`config.mk`:
```
export PLATFORM = sky130hd
export DESIGN_NAME = bounded_sequence_list_engine
export DESIGN_NICKNAME = d
export VERILOG_FILES = /design/src/rtl/bsle_pkg.sv /design/src/rtl/bsle_ram.sv /design/src/rtl/bounded_sequence_list_engine.sv
export SDC_FILE = /design/constraint.sdc
export NUM_CORES = 2
export LEC_CHECK = 0
export BUFFER_PORTS_ARGS = -buffer_cell sky130_fd_sc_hd__buf_2
export CELL_PAD_IN_SITES_DETAIL_PLACEMENT = 2
export CELL_PAD_IN_SITES_GLOBAL_PLACEMENT = 2
export CORE_MARGIN = 2
export CORE_UTILIZATION = 45
export CTS_BUF_LIST = sky130_fd_sc_hd__clkbuf_2
export CTS_CLUSTER_SIZE = 28
export DETAILED_ROUTE_END_ITERATION = 8
export HOLD_SLACK_MARGIN = 0.15
export PLACE_DENSITY_LB_ADDON = 0.1
export RECOVER_POWER = 25
export SLEW_MARGIN = 20
export SYNTH_ARGS = -nofsm -noshare
export SYNTH_HDL_FRONTEND = slang
export SYNTH_SLANG_ARGS = --single-unit
```
`constraint.sdc`:
```
create_clock -name clk -period 10.79 [get_ports clk]
set_input_delay 3.237 -clock clk [delete_from_list [all_inputs] [get_ports clk]]
set_output_delay 3.237 -clock clk [all_outputs]
set_load 0.01 [all_outputs]
```
`src/rtl/bsle_pkg.sv`:
```
package bsle_pkg;

    localparam logic [3:0] OP_PUSH_FRONT = 4'd0;
    localparam logic [3:0] OP_PUSH_BACK  = 4'd1;
    localparam logic [3:0] OP_POP_FRONT  = 4'd2;
    localparam logic [3:0] OP_POP_BACK   = 4'd3;
    localparam logic [3:0] OP_READ       = 4'd4;
    localparam logic [3:0] OP_WRITE      = 4'd5;
    localparam logic [3:0] OP_FIND_EQ    = 4'd6;
    localparam logic [3:0] OP_FIND_GT    = 4'd7;
    localparam logic [3:0] OP_SORT_INS   = 4'd8;
    localparam logic [3:0] OP_CLEAR      = 4'd9;

    localparam logic [1:0] ST_OK    = 2'd0;
    localparam logic [1:0] ST_EMPTY = 2'd1;
    localparam logic [1:0] ST_FULL  = 2'd2;
    localparam logic [1:0] ST_RANGE = 2'd3;

    localparam int OP_W     = 4;
    localparam int POS_W    = 7;
    localparam int DATA_W   = 32;
    localparam int STATUS_W = 2;
    localparam int FIDX_W   = 6;
    localparam int LEN_W    = 7;

endpackage

```
`src/rtl/bsle_ram.sv`:
```
module bsle_ram #(
    parameter int WIDTH = 32,
    parameter int DEPTH = 64
) (
    input  logic                     clk,
    input  logic                     we,
    input  logic [$clog2(DEPTH)-1:0] waddr,
    input  logic [WIDTH-1:0]         wdata,
    input  logic [$clog2(DEPTH)-1:0] raddr,
    output logic [WIDTH-1:0]         rdata
);

    logic [WIDTH-1:0] mem [DEPTH];

    always_ff @(posedge clk)
    begin
        if (we)
        begin
            mem[waddr] <= wdata;
        end
        rdata <= mem[raddr];
    end

endmodule

```
`src/rtl/bounded_sequence_list_engine.sv`:
```
// Channel | Direction | Handshake    | Payload
// in      | input     | valid, stall | operation, position, operand
// out     | output    | valid, stall | status, read_value, found, found_index, length
//
// One word at a time. Pop and read wait on a registered store read (S_RDWAIT).
// Searches read the store one entry per cycle, up to count entries.
// Sorted insert appends the word, then exchange-sorts the list, swapping when
// element i > element j (signed). The single-port-read store sets the pace.
// rst_n clears head, count and control; store contents are not cleared.
// The result sits in an output register; a new word is taken only after the
// result has been taken.
module bounded_sequence_list_engine #(
    parameter int DEPTH = 64
) (
    input  logic        clk,
    input  logic        rst_n,
    input  logic        in_valid,
    output logic        in_stall,
    input  logic [3:0]  operation,
    input  logic [6:0]  position,
    input  logic [31:0] operand,
    output logic        out_valid,
    input  logic        out_stall,
    output logic [1:0]  status,
    output logic [31:0] read_value,
    output logic        found,
    output logic [5:0]  found_index,
    output logic [6:0]  length
);

    localparam int AW = $clog2(DEPTH);
    localparam int CW = $clog2(DEPTH + 1);

    localparam logic [3:0] S_IDLE   = 4'd0;
    localparam logic [3:0] S_RDWAIT = 4'd1;
    localparam logic [3:0] S_SRCH   = 4'd3;
    localparam logic [3:0] S_SRCHD  = 4'd4;
    localparam logic [3:0] S_SRTA   = 4'd5;
    localparam logic [3:0] S_SRTB   = 4'd6;
    localparam logic [3:0] S_SRTC   = 4'd7;
    localparam logic [3:0] S_SRTW   = 4'd8;
    localparam logic [3:0] S_OUT    = 4'd9;

    logic [3:0]    state_reg, state_next;
    logic [AW-1:0] head_reg, head_next;
    logic [CW-1:0] count_reg, count_next;
    logic [3:0]    op_reg, op_next;
    logic [31:0]   val_reg, val_next;
    logic [CW-1:0] i_reg, i_next;
    logic [CW-1:0] j_reg, j_next;
    logic [31:0]   a_reg, a_next;
    logic [1:0]    st_reg, st_next;
    logic [31:0]   rd_reg, rd_next;
    logic          fnd_reg, fnd_next;
    logic [5:0]    fidx_reg, fidx_next;

    logic          we;
    logic [AW-1:0] waddr, raddr;
    logic [31:0]   wdata, rdata;

    bsle_ram #(.WIDTH(32), .DEPTH(DEPTH)) u_store (
        .clk  (clk),
        .we   (we),
        .waddr(waddr),
        .wdata(wdata),
        .raddr(raddr),
        .rdata(rdata)
    );

    // slot of list index: (head + idx) mod DEPTH, idx < DEPTH
    function automatic logic [AW-1:0] slot(input logic [AW-1:0] h, input logic [CW-1:0] idx);
        logic [CW:0] s;
        s = {{(CW+1-AW){1'b0}}, h} + {1'b0, idx};
        if (s >= (CW+1)'(DEPTH))
        begin
            s = s - (CW+1)'(DEPTH);
        end
        return s[AW-1:0];
    endfunction

    assign in_stall   = (state_reg != S_IDLE);
    assign out_valid  = (state_reg == S_OUT);
    assign status     = st_reg;
    assign read_value = rd_reg;
    assign found      = fnd_reg;
    assign found_index = fidx_reg;
    assign length     = 7'(count_reg);

    always_comb
    begin
        state_next = state_reg;
        head_next  = head_reg;
        count_next = count_reg;
        op_next    = op_reg;
        val_next   = val_reg;
        i_next     = i_reg;
        j_next     = j_reg;
        a_next     = a_reg;
        st_next    = st_reg;
        rd_next    = rd_reg;
        fnd_next   = fnd_reg;
        fidx_next  = fidx_reg;
        we    = 1'b0;
        waddr = '0;
        wdata = val_reg;
        raddr = '0;
        case (state_reg)
            S_IDLE:
            begin
                if (in_valid)
                begin
                    op_next   = operation;
                    val_next  = operand;
                    st_next   = bsle_pkg::ST_OK;
                    rd_next   = '0;
                    fnd_next  = 1'b0;
                    fidx_next = '0;
                    i_next    = '0;
                    state_next = S_OUT;
                    case (operation)
                        bsle_pkg::OP_PUSH_FRONT, bsle_pkg::OP_PUSH_BACK,
                        bsle_pkg::OP_SORT_INS:
                        begin
                            if (count_reg >= CW'(DEPTH))
                            begin
                                st_next = bsle_pkg::ST_FULL;
                            end
                            else if (operation == bsle_pkg::OP_PUSH_FRONT)
                            begin
                                // head steps back one slot, wrapping below zero
                                head_next = (head_reg == '0) ? AW'(DEPTH - 1)
                                            : head_reg - AW'(1);
                                we = 1'b1;
                                waddr = head_next;
                                wdata = operand;
                                count_next = count_reg + CW'(1);
                            end
                            else
                            begin
                                we = 1'b1;
                                waddr = slot(head_reg, count_reg);
                                wdata = operand;
                                count_next = count_reg + CW'(1);
                                if (operation == bsle_pkg::OP_SORT_INS)
                                begin
                                    i_next = '0;
                                    state_next = S_SRTA;
                                end
                            end
                        end
                        bsle_pkg::OP_POP_FRONT, bsle_pkg::OP_POP_BACK:
                        begin
                            if (count_reg == '0)
                            begin
                                st_next = bsle_pkg::ST_EMPTY;
                            end
                            else
                            begin
                                raddr = (operation == bsle_pkg::OP_POP_FRONT) ? head_reg
                                        : slot(head_reg, count_reg - CW'(1));
                                if (operation == bsle_pkg::OP_POP_FRONT)
                                begin
                                    head_next = slot(head_reg, CW'(1));
                                end
                                count_next = count_reg - CW'(1);
                                state_next = S_RDWAIT;
                            end
                        end
                        bsle_pkg::OP_READ, bsle_pkg::OP_WRITE:
                        begin
                            if (32'(position) >= 32'(count_reg))
                            begin
                                st_next = bsle_pkg::ST_RANGE;
                            end
                            else if (operation == bsle_pkg::OP_READ)
                            begin
                                raddr = slot(head_reg, CW'(position));
                                state_next = S_RDWAIT;
                            end
                            else
                            begin
                                we = 1'b1;
                                waddr = slot(head_reg, CW'(position));
                                wdata = operand;
                            end
                        end
                        bsle_pkg::OP_FIND_EQ, bsle_pkg::OP_FIND_GT:
                        begin
                            if (count_reg != '0)
                            begin
                                raddr = head_reg;
                                state_next = S_SRCH;
                            end
                        end
                        bsle_pkg::OP_CLEAR:
                        begin
                            if (count_reg == '0)
                            begin
                                st_next = bsle_pkg::ST_EMPTY;
                            end
                            count_next = '0;
                            head_next  = '0;
                        end
                        default:
                        begin
                        end
                    endcase
                end
            end
            S_RDWAIT:
            begin
                rd_next = rdata;
                state_next = S_OUT;
            end
            S_SRCH:
            begin
                // rdata holds element i
                if ((op_reg == bsle_pkg::OP_FIND_EQ && rdata == val_reg)
                    || (op_reg == bsle_pkg::OP_FIND_GT && $signed(rdata) > $signed(val_reg)))
                begin
                    fnd_next  = 1'b1;
                    fidx_next = 6'(i_reg);
                    state_next = S_OUT;
                end
                else if (i_reg + CW'(1) >= count_reg)
                begin
                    state_next = S_OUT;
                end
                else
                begin
                    i_next = i_reg + CW'(1);
                    raddr = slot(head_reg, i_reg + CW'(1));
                end
            end
            S_SRTA:
            begin
                // start row i: read a = element i
                if (i_reg + CW'(1) >= count_reg)
                begin
                    state_next = S_OUT;
                end
                else
                begin
                    raddr  = slot(head_reg, i_reg);
                    j_next = i_reg + CW'(1);
                    state_next = S_SRTB;
                end
            end
            S_SRTB:
            begin
                a_next = rdata;
                raddr  = slot(head_reg, j_reg);
                state_next = S_SRTC;
            end
            S_SRTC:
            begin
                // a_reg is current element i (kept up to date), rdata element j
                state_next = S_SRTW;
                if ($signed(a_reg) > $signed(rdata))
                begin
                    we = 1'b1;
                    waddr = slot(head_reg, i_reg);
                    wdata = rdata;
                    a_next = rdata;
                    val_next = a_reg;
                end
                else
                begin
                    state_next = S_SRCHD;
                end
            end
            S_SRTW:
            begin
                we = 1'b1;
                waddr = slot(head_reg, j_reg);
                wdata = val_reg;
                state_next = S_SRCHD;
            end
            S_SRCHD:
            begin
                // advance j, or next row
                if (j_reg + CW'(1) >= count_reg)
                begin
                    i_next = i_reg + CW'(1);
                    state_next = S_SRTA;
                end
                else
                begin
                    j_next = j_reg + CW'(1);
                    raddr  = slot(head_reg, j_reg + CW'(1));
                    state_next = S_SRTC;
                end
            end
            S_OUT:
            begin
                if (!out_stall)
                begin
                    state_next = S_IDLE;
                end
            end
            default:
            begin
                state_next = S_IDLE;
            end
        endcase
    end

    always_ff @(posedge clk or negedge rst_n)
    begin
        if (!rst_n)
        begin
            state_reg <= S_IDLE;
            head_reg  <= '0;
            count_reg <= '0;
        end
        else
        begin
            state_reg <= state_next;
            head_reg  <= head_next;
            count_reg <= count_next;
        end
    end

    always_ff @(posedge clk)
    begin
        op_reg   <= op_next;
        val_reg  <= val_next;
        i_reg    <= i_next;
        j_reg    <= j_next;
        a_reg    <= a_next;
        st_reg   <= st_next;
        rd_reg   <= rd_next;
        fnd_reg  <= fnd_next;
        fidx_reg <= fidx_next;
    end

endmodule
```
; ---- Yosys cells after proc, flatten, opt, wreduce, memory -nomap -nowiden
; Memories as Yosys holds them, arrays and structs flattened. A register that Yosys moved wholly into a read port is not among the register bits.
; Cells that the tools add are included.
[totals]
regBits = 140
ram_bits = 2048
n_memories = 1
[mem_list]
columns = memory, depth, word_bits, read_ports, rd_ports_with_merged_regs, write_ports, line_no
row1 = u_store.mem, 64, 32, 1, 1, 1, bsle_ram.sv:13  ; logic [WIDTH-1:0] mem [DEPTH];
[op_classes]
n_addsub = 21
n_lt_le_gt_ge = 14
n_eq_ne = 34
n_mux = 93
n_reduce_logical = 31
[op_table]
columns = op, count
row1 = $pmux 32 s2, 5
row2 = $mux 32, 9
row3 = $mux 6, 31
row4 = $gt 32x32->1, 2
row5 = $add 6x7->8, 7
row6 = $ge 8x7->1 const B, 7
row7 = $pmux 6 s3, 3
row8 = $sub 6x1->6 const B, 9
row9 = $mux 4, 13
row10 = $mux 7, 7
row11 = $pmux 7 s3, 2
row12 = $eq 4x3->1 const B, 10
row13 = $pmux 4 s9, 1
row14 = $eq 32x32->1, 1
row15 = $pmux 6 s5, 1
row16 = $ne 2x2->1 const B, 13
row17 = $pmux 6 s2, 2
row18 = $add 7x1->7 const B, 3
row19 = $ge 7x7->1, 3
row20 = $eq 4x4->1 const B, 4
row21 = $pmux 4 s4, 1
row22 = $ge 7x7->1 const B, 2
row23 = $pmux 7 s2, 1
row24 = $eq 4x2->1 const B, 3
row25 = other kinds (24), 53

; ---- Longest topological paths before layout
[depth]
word_depth = 9
mapped_depth = 21
mapped_depth_nobuf = 17

; ---- Hierarchy
; Synthesis repeated with hierarchy kept, for this count alone.
[unflattened]
cells_unflattened = 4648
area_unflattened_um2 = 89703.5
[by_module_without_submodules]
columns = module, instances, cells_each, area_per_inst_um2, seq_area_each_um2
row1 = bsle_ram, 1, 3511, 79039.6, 62139.6
row2 = bounded_sequence_list_engine, 1, 1137, 10664.0, 4119.0

; ---- Least setup slack after synthesis
; No wires, ideal clock.
[synth_timing]
kind = input-to-reg
start = in position[4]
end = mem u_store.mem[0][28], data pin
setup_ns = 1.009
arrival_ns = 8.709
required_time_ns = 9.781
setup_slack_ns = 1.072
cell_stages = 8
path_buffers = 0
cell_sequence = ha_1 > and4_1 > o21ai_0 > o21a_1 > or3_1 > nand2b_1 > nor3_1 > o311ai_0
[synth_between]
elab_chain_len = 5
[synth_rtl]
columns = item, line_no
row1 = start: declaration, bounded_sequence_list_engine.sv:20  ; input logic [6:0] position,
row2 = $ge 7x7->1, bounded_sequence_list_engine.sv:171  ; if (32'(position) >= 32'(count_reg))
row3 = $mux 32, bounded_sequence_list_engine.sv:171
row4 = $pmux 32 s2, bounded_sequence_list_engine.sv:120  ; case (operation)
row5 = $mux 32, bounded_sequence_list_engine.sv:110  ; if (in_valid)
row6 = $pmux 32 s2, bounded_sequence_list_engine.sv:107  ; case (state_reg)
row7 = net u_store.wdata[28], bsle_ram.sv:8  ; input logic [WIDTH-1:0] wdata,
row8 = end: declaration, bsle_ram.sv:13
; The timed path passes the listed nets, and every way through them passes these cells.

; ---- Worst setup path in the final report
[layout_timing]
start = reg u_store.rdata[29], read port of u_store.mem
end = mem u_store.mem[52][28], data pin
[layout_between]
elab_chain_len = 3
[layout_rtl]
columns = item, line_no
row1 = start: declaration, bsle_ram.sv:10  ; output logic [WIDTH-1:0] rdata
row2 = $gt 32x32->1, bounded_sequence_list_engine.sv:259  ; if ($signed(a_reg) > $signed(rdata))
row3 = $mux 32, bounded_sequence_list_engine.sv:259
row4 = $pmux 32 s2, bounded_sequence_list_engine.sv:107
row5 = net u_store.wdata[28], bsle_ram.sv:8
; The timed path passes the listed nets, and every way through them passes these cells.

==> results.toml <==
[outcome]
status = "complete, but fails checks"
violations = "capacitance limit, slew limit"

[floorplan]
dieHeight_um = 452
rows = 164
die_w_um = 452
fp.dieArea_um2 = 204000
start_util_pct = 45.3
core_area_um2 = 200000
io_pins = 97

[clocking]
cts_resized = 0
clkTransAtPathRegs_ps = 110
clk_path_buf_depth = 4
cts_hold_buffers = 0
clk_latency_ps = 2000
cts_made_buffers = 599
cts_setup_buffers = 0
cts-root-buf = "clkbuf_2"
cts_tree = "done"
htree_num_levels = 6
cts_num_sinks = 2220

[sta]
setup_ws_ps = 1850
worst_pin_slew_ps = 4130
rsz0062_at_grt = "no"
setup_viol = 0
finalClockSkew_ps = 156
slew_violations = 469
period_share_pct = 82.9
max_freq_ghz = 0.112
setup_tns_ps = 0
finalCriticalPeriod_ps = 8940
hold_viol = 0
slew_headroom_pct = -175
hold_ws_ps = 559

[yosys]
syn_inst = 6328
yosys_warnings = 0
ys_types = 79
synth_area_per_cell_um2 = 14.3
syn_nets = 6510
ys_async_sr_fraction_pct = 0.766
ys.flop_type = "edfxtp_1"
synth_edf_count = 2171
ys_ff_latch = 2220
ys_seq_area_share_pct = 73.3
synth_area_um2 = 90400

[hold_path]
hold_path_class = "reg2reg"

[global_route]
grt_remaining_overflow = 0
grt_usage_pct = 35.6
grt_pass1_vias = 68848
grt_max_degree = 149
grt_pass1_wl_um = 515000
antenna_found_initial = 17

[layout]
synthToLayoutAreaGrowth_pct = 11.2
largest_reg_flops = 2048
fin_cells = 9952
fillers = 18908
fin_nets = 7052
final_layout_size_suffix_gt1_share_pct = 19.5
regArea_um2 = 66300
design_area_um2 = 100000
regMostFlops = "u_store.mem"
multi_input_area_um2 = 23000

[drt]
wl_um = 367000
vias_per_cell = 6.30
num_vias = 62731
drt_iter0_drc = 6944
drc = 0
drt_pass1_iterations = 5
detail-route-antenna-nets = 0
routedWlPerCell_um = 36.9

[placed_design]
hpwl_um = 216000
routabilityCongestion = 0.872
numPortBuffers = 96
pre_cts_ws_ps = 1890
dpl_cell_area_um2 = 95300
dp.cells = 8921

[power_and_ir_drop]
leakagePower_nw = 35.9
ir_drop_v = 0.000167
powerDensity_nw_per_um2 = 242

[worst_setup_path]
crit_start = "u_store.rdata[29]"
crit_path_end_kind = "flip-flop"
worstReg2RegEnd = "u_store.mem[52][28]"
r2r_setup_slack_ps = 1850
r2r-start = "u_store.rdata[29]"
startpoint_type = "flip-flop"
reg2reg_depth = 14
crit_required_ps = 11830
arrival_ps = 9990
path_class = "reg2reg"
endpoint = "u_store.mem[52][28]"
critical_path.max_fanout = 65

[flow_run]
cap_violations = 13
-- where the power goes --
group | leakage, nW | internal (mW) | switching [mW]
clock network | 4.09 | 2.41 | 3.80
registers | 20.1 | 10.7 | 0.534
logic | 11.7 | 1.58 | 5.30
-- logic make-up after synthesis --
kind of cell / after synthesis / synth area share, %
buffers and inverters: 459 / 2.07
adder cells (fa/ha/maj): 135 / 1.93
flip-flops: 2220 / 73.3
AND/OR/NAND/NOR: 2564 / 12.4
multiplexers: 285 / 4.79
AO/OA/AOI/OAI: 619 / 5.03
XOR/XNOR: 46 / 0.446
-- worst min path at each step --
stage / start / slack, ps / to / cells after the start
after global routing: a_reg[3] / 580 / val_reg[3] / 2
after detailed placement: a_reg[29] / 550 / val_reg[29] / 2
after floorplan: u_store.rdata[16] / 460 / a_reg[16] / 0
after CTS: a_reg[19] / 570 / val_reg[19] / 2
after global placement: a_reg[8] / 530 / val_reg[8] / 2
final: a_reg[17] / 560 / val_reg[17] / 2
-- critical path, stage by stage, from the launching register on --
cell and delay, ps:
dfxtp_1 860, inv_1 160, ha_1 340, nand4_1 140, or2_0 330, or4_1 620, or3_1 500, nor2_1 150
o31a_1 250, nor4_1 140, mux2i_4 200, clkbuf_1 1060, nand2_1 110, o311ai_0 160, clkbuf_1 2920
-- cell usage after synthesis (all sizes together), types with 11 or more instances --
cell type  instances  area share [%]
edfxtp          2171              72
nand2           1468             6.1
a21o              30            0.25
nand4            191             1.3
and2              11           0.076
buf              136            0.73
xor2              24            0.23
o22ai             16            0.11
dfrtp             17            0.47
clkbuf           212            0.88
o21ai             57            0.32
nor2             197            0.82
nor4              13            0.11
nand2b            13           0.090
a22o              33            0.32
dfxtp             32            0.71
mux4             116             2.9
ha               128             1.8
inv              110            0.46
a32oi            142             1.4
xnor2             22            0.21
a31oi             63            0.44
a21oi             86            0.48
a22oi             89            0.74
nor3              21            0.12
a211oi            19            0.16
nand3            593             3.3
mux2i            163             1.8
o31ai             11           0.091
-- cells in the final DEF, fill, tap and decap left out, types with 32 or more instances in the layout --
cell / count
a32oi_1: 142
nor2_1: 120
a22o_1: 33
a21oi_1: 83
nand2_1: 1453
clkbuf_2: 911
edfxtp_1: 2171
clkinv_1: 73
mux4_2: 116
inv_1: 110
nand3_1: 586
o21ai_0: 55
mux2i_1: 162
buf_4: 150
dfxtp_1: 32
buf_2: 49
nor2_4: 75
clkbuf_1: 58
nand4_1: 191
a22oi_1: 89
a31oi_1: 63
ha_1: 128
-- cell type report --
cell class | instances | share of cell area [%]
clock buffers | 911 | 4.54
diodes | 17 | 0.0423
well taps | 2656 | 3.31
inverters | 111 | 0.415
clock inverters | 99 | 0.620
repair buffers | 289 | 2.29
multi-input cells | 3649 | 22.9
flip-flops and latches | 2220 | 65.9
-- layer usage --
| layer | wire length (um) | vias to the layer above | GRT usage, % |
|---|---|---|---|
| li1 | - | 25362 | - |
| met1 | 139000 | 33189 | 43.5 |
| met2 | 174000 | 3308 | 57.7 |
| met3 | 32000 | 858 | 8.73 |
| met4 | 22000 | 14 | 20.5 |
| met5 | 108 | - | 0 |
-- metrics by stage --
stage | util [%] | total power [mW]
4_1_cts | 50.3 | 24.3
3_3_place_gp | 47.6 | 17.8
2_1_floorplan | - | 14.3
3_5_place_dp | 47.8 | 18.1
5_1_grt | 50.3 | 25.1
6_report | 50.3 | 24.3
Power figures use the tool's default switching activity.
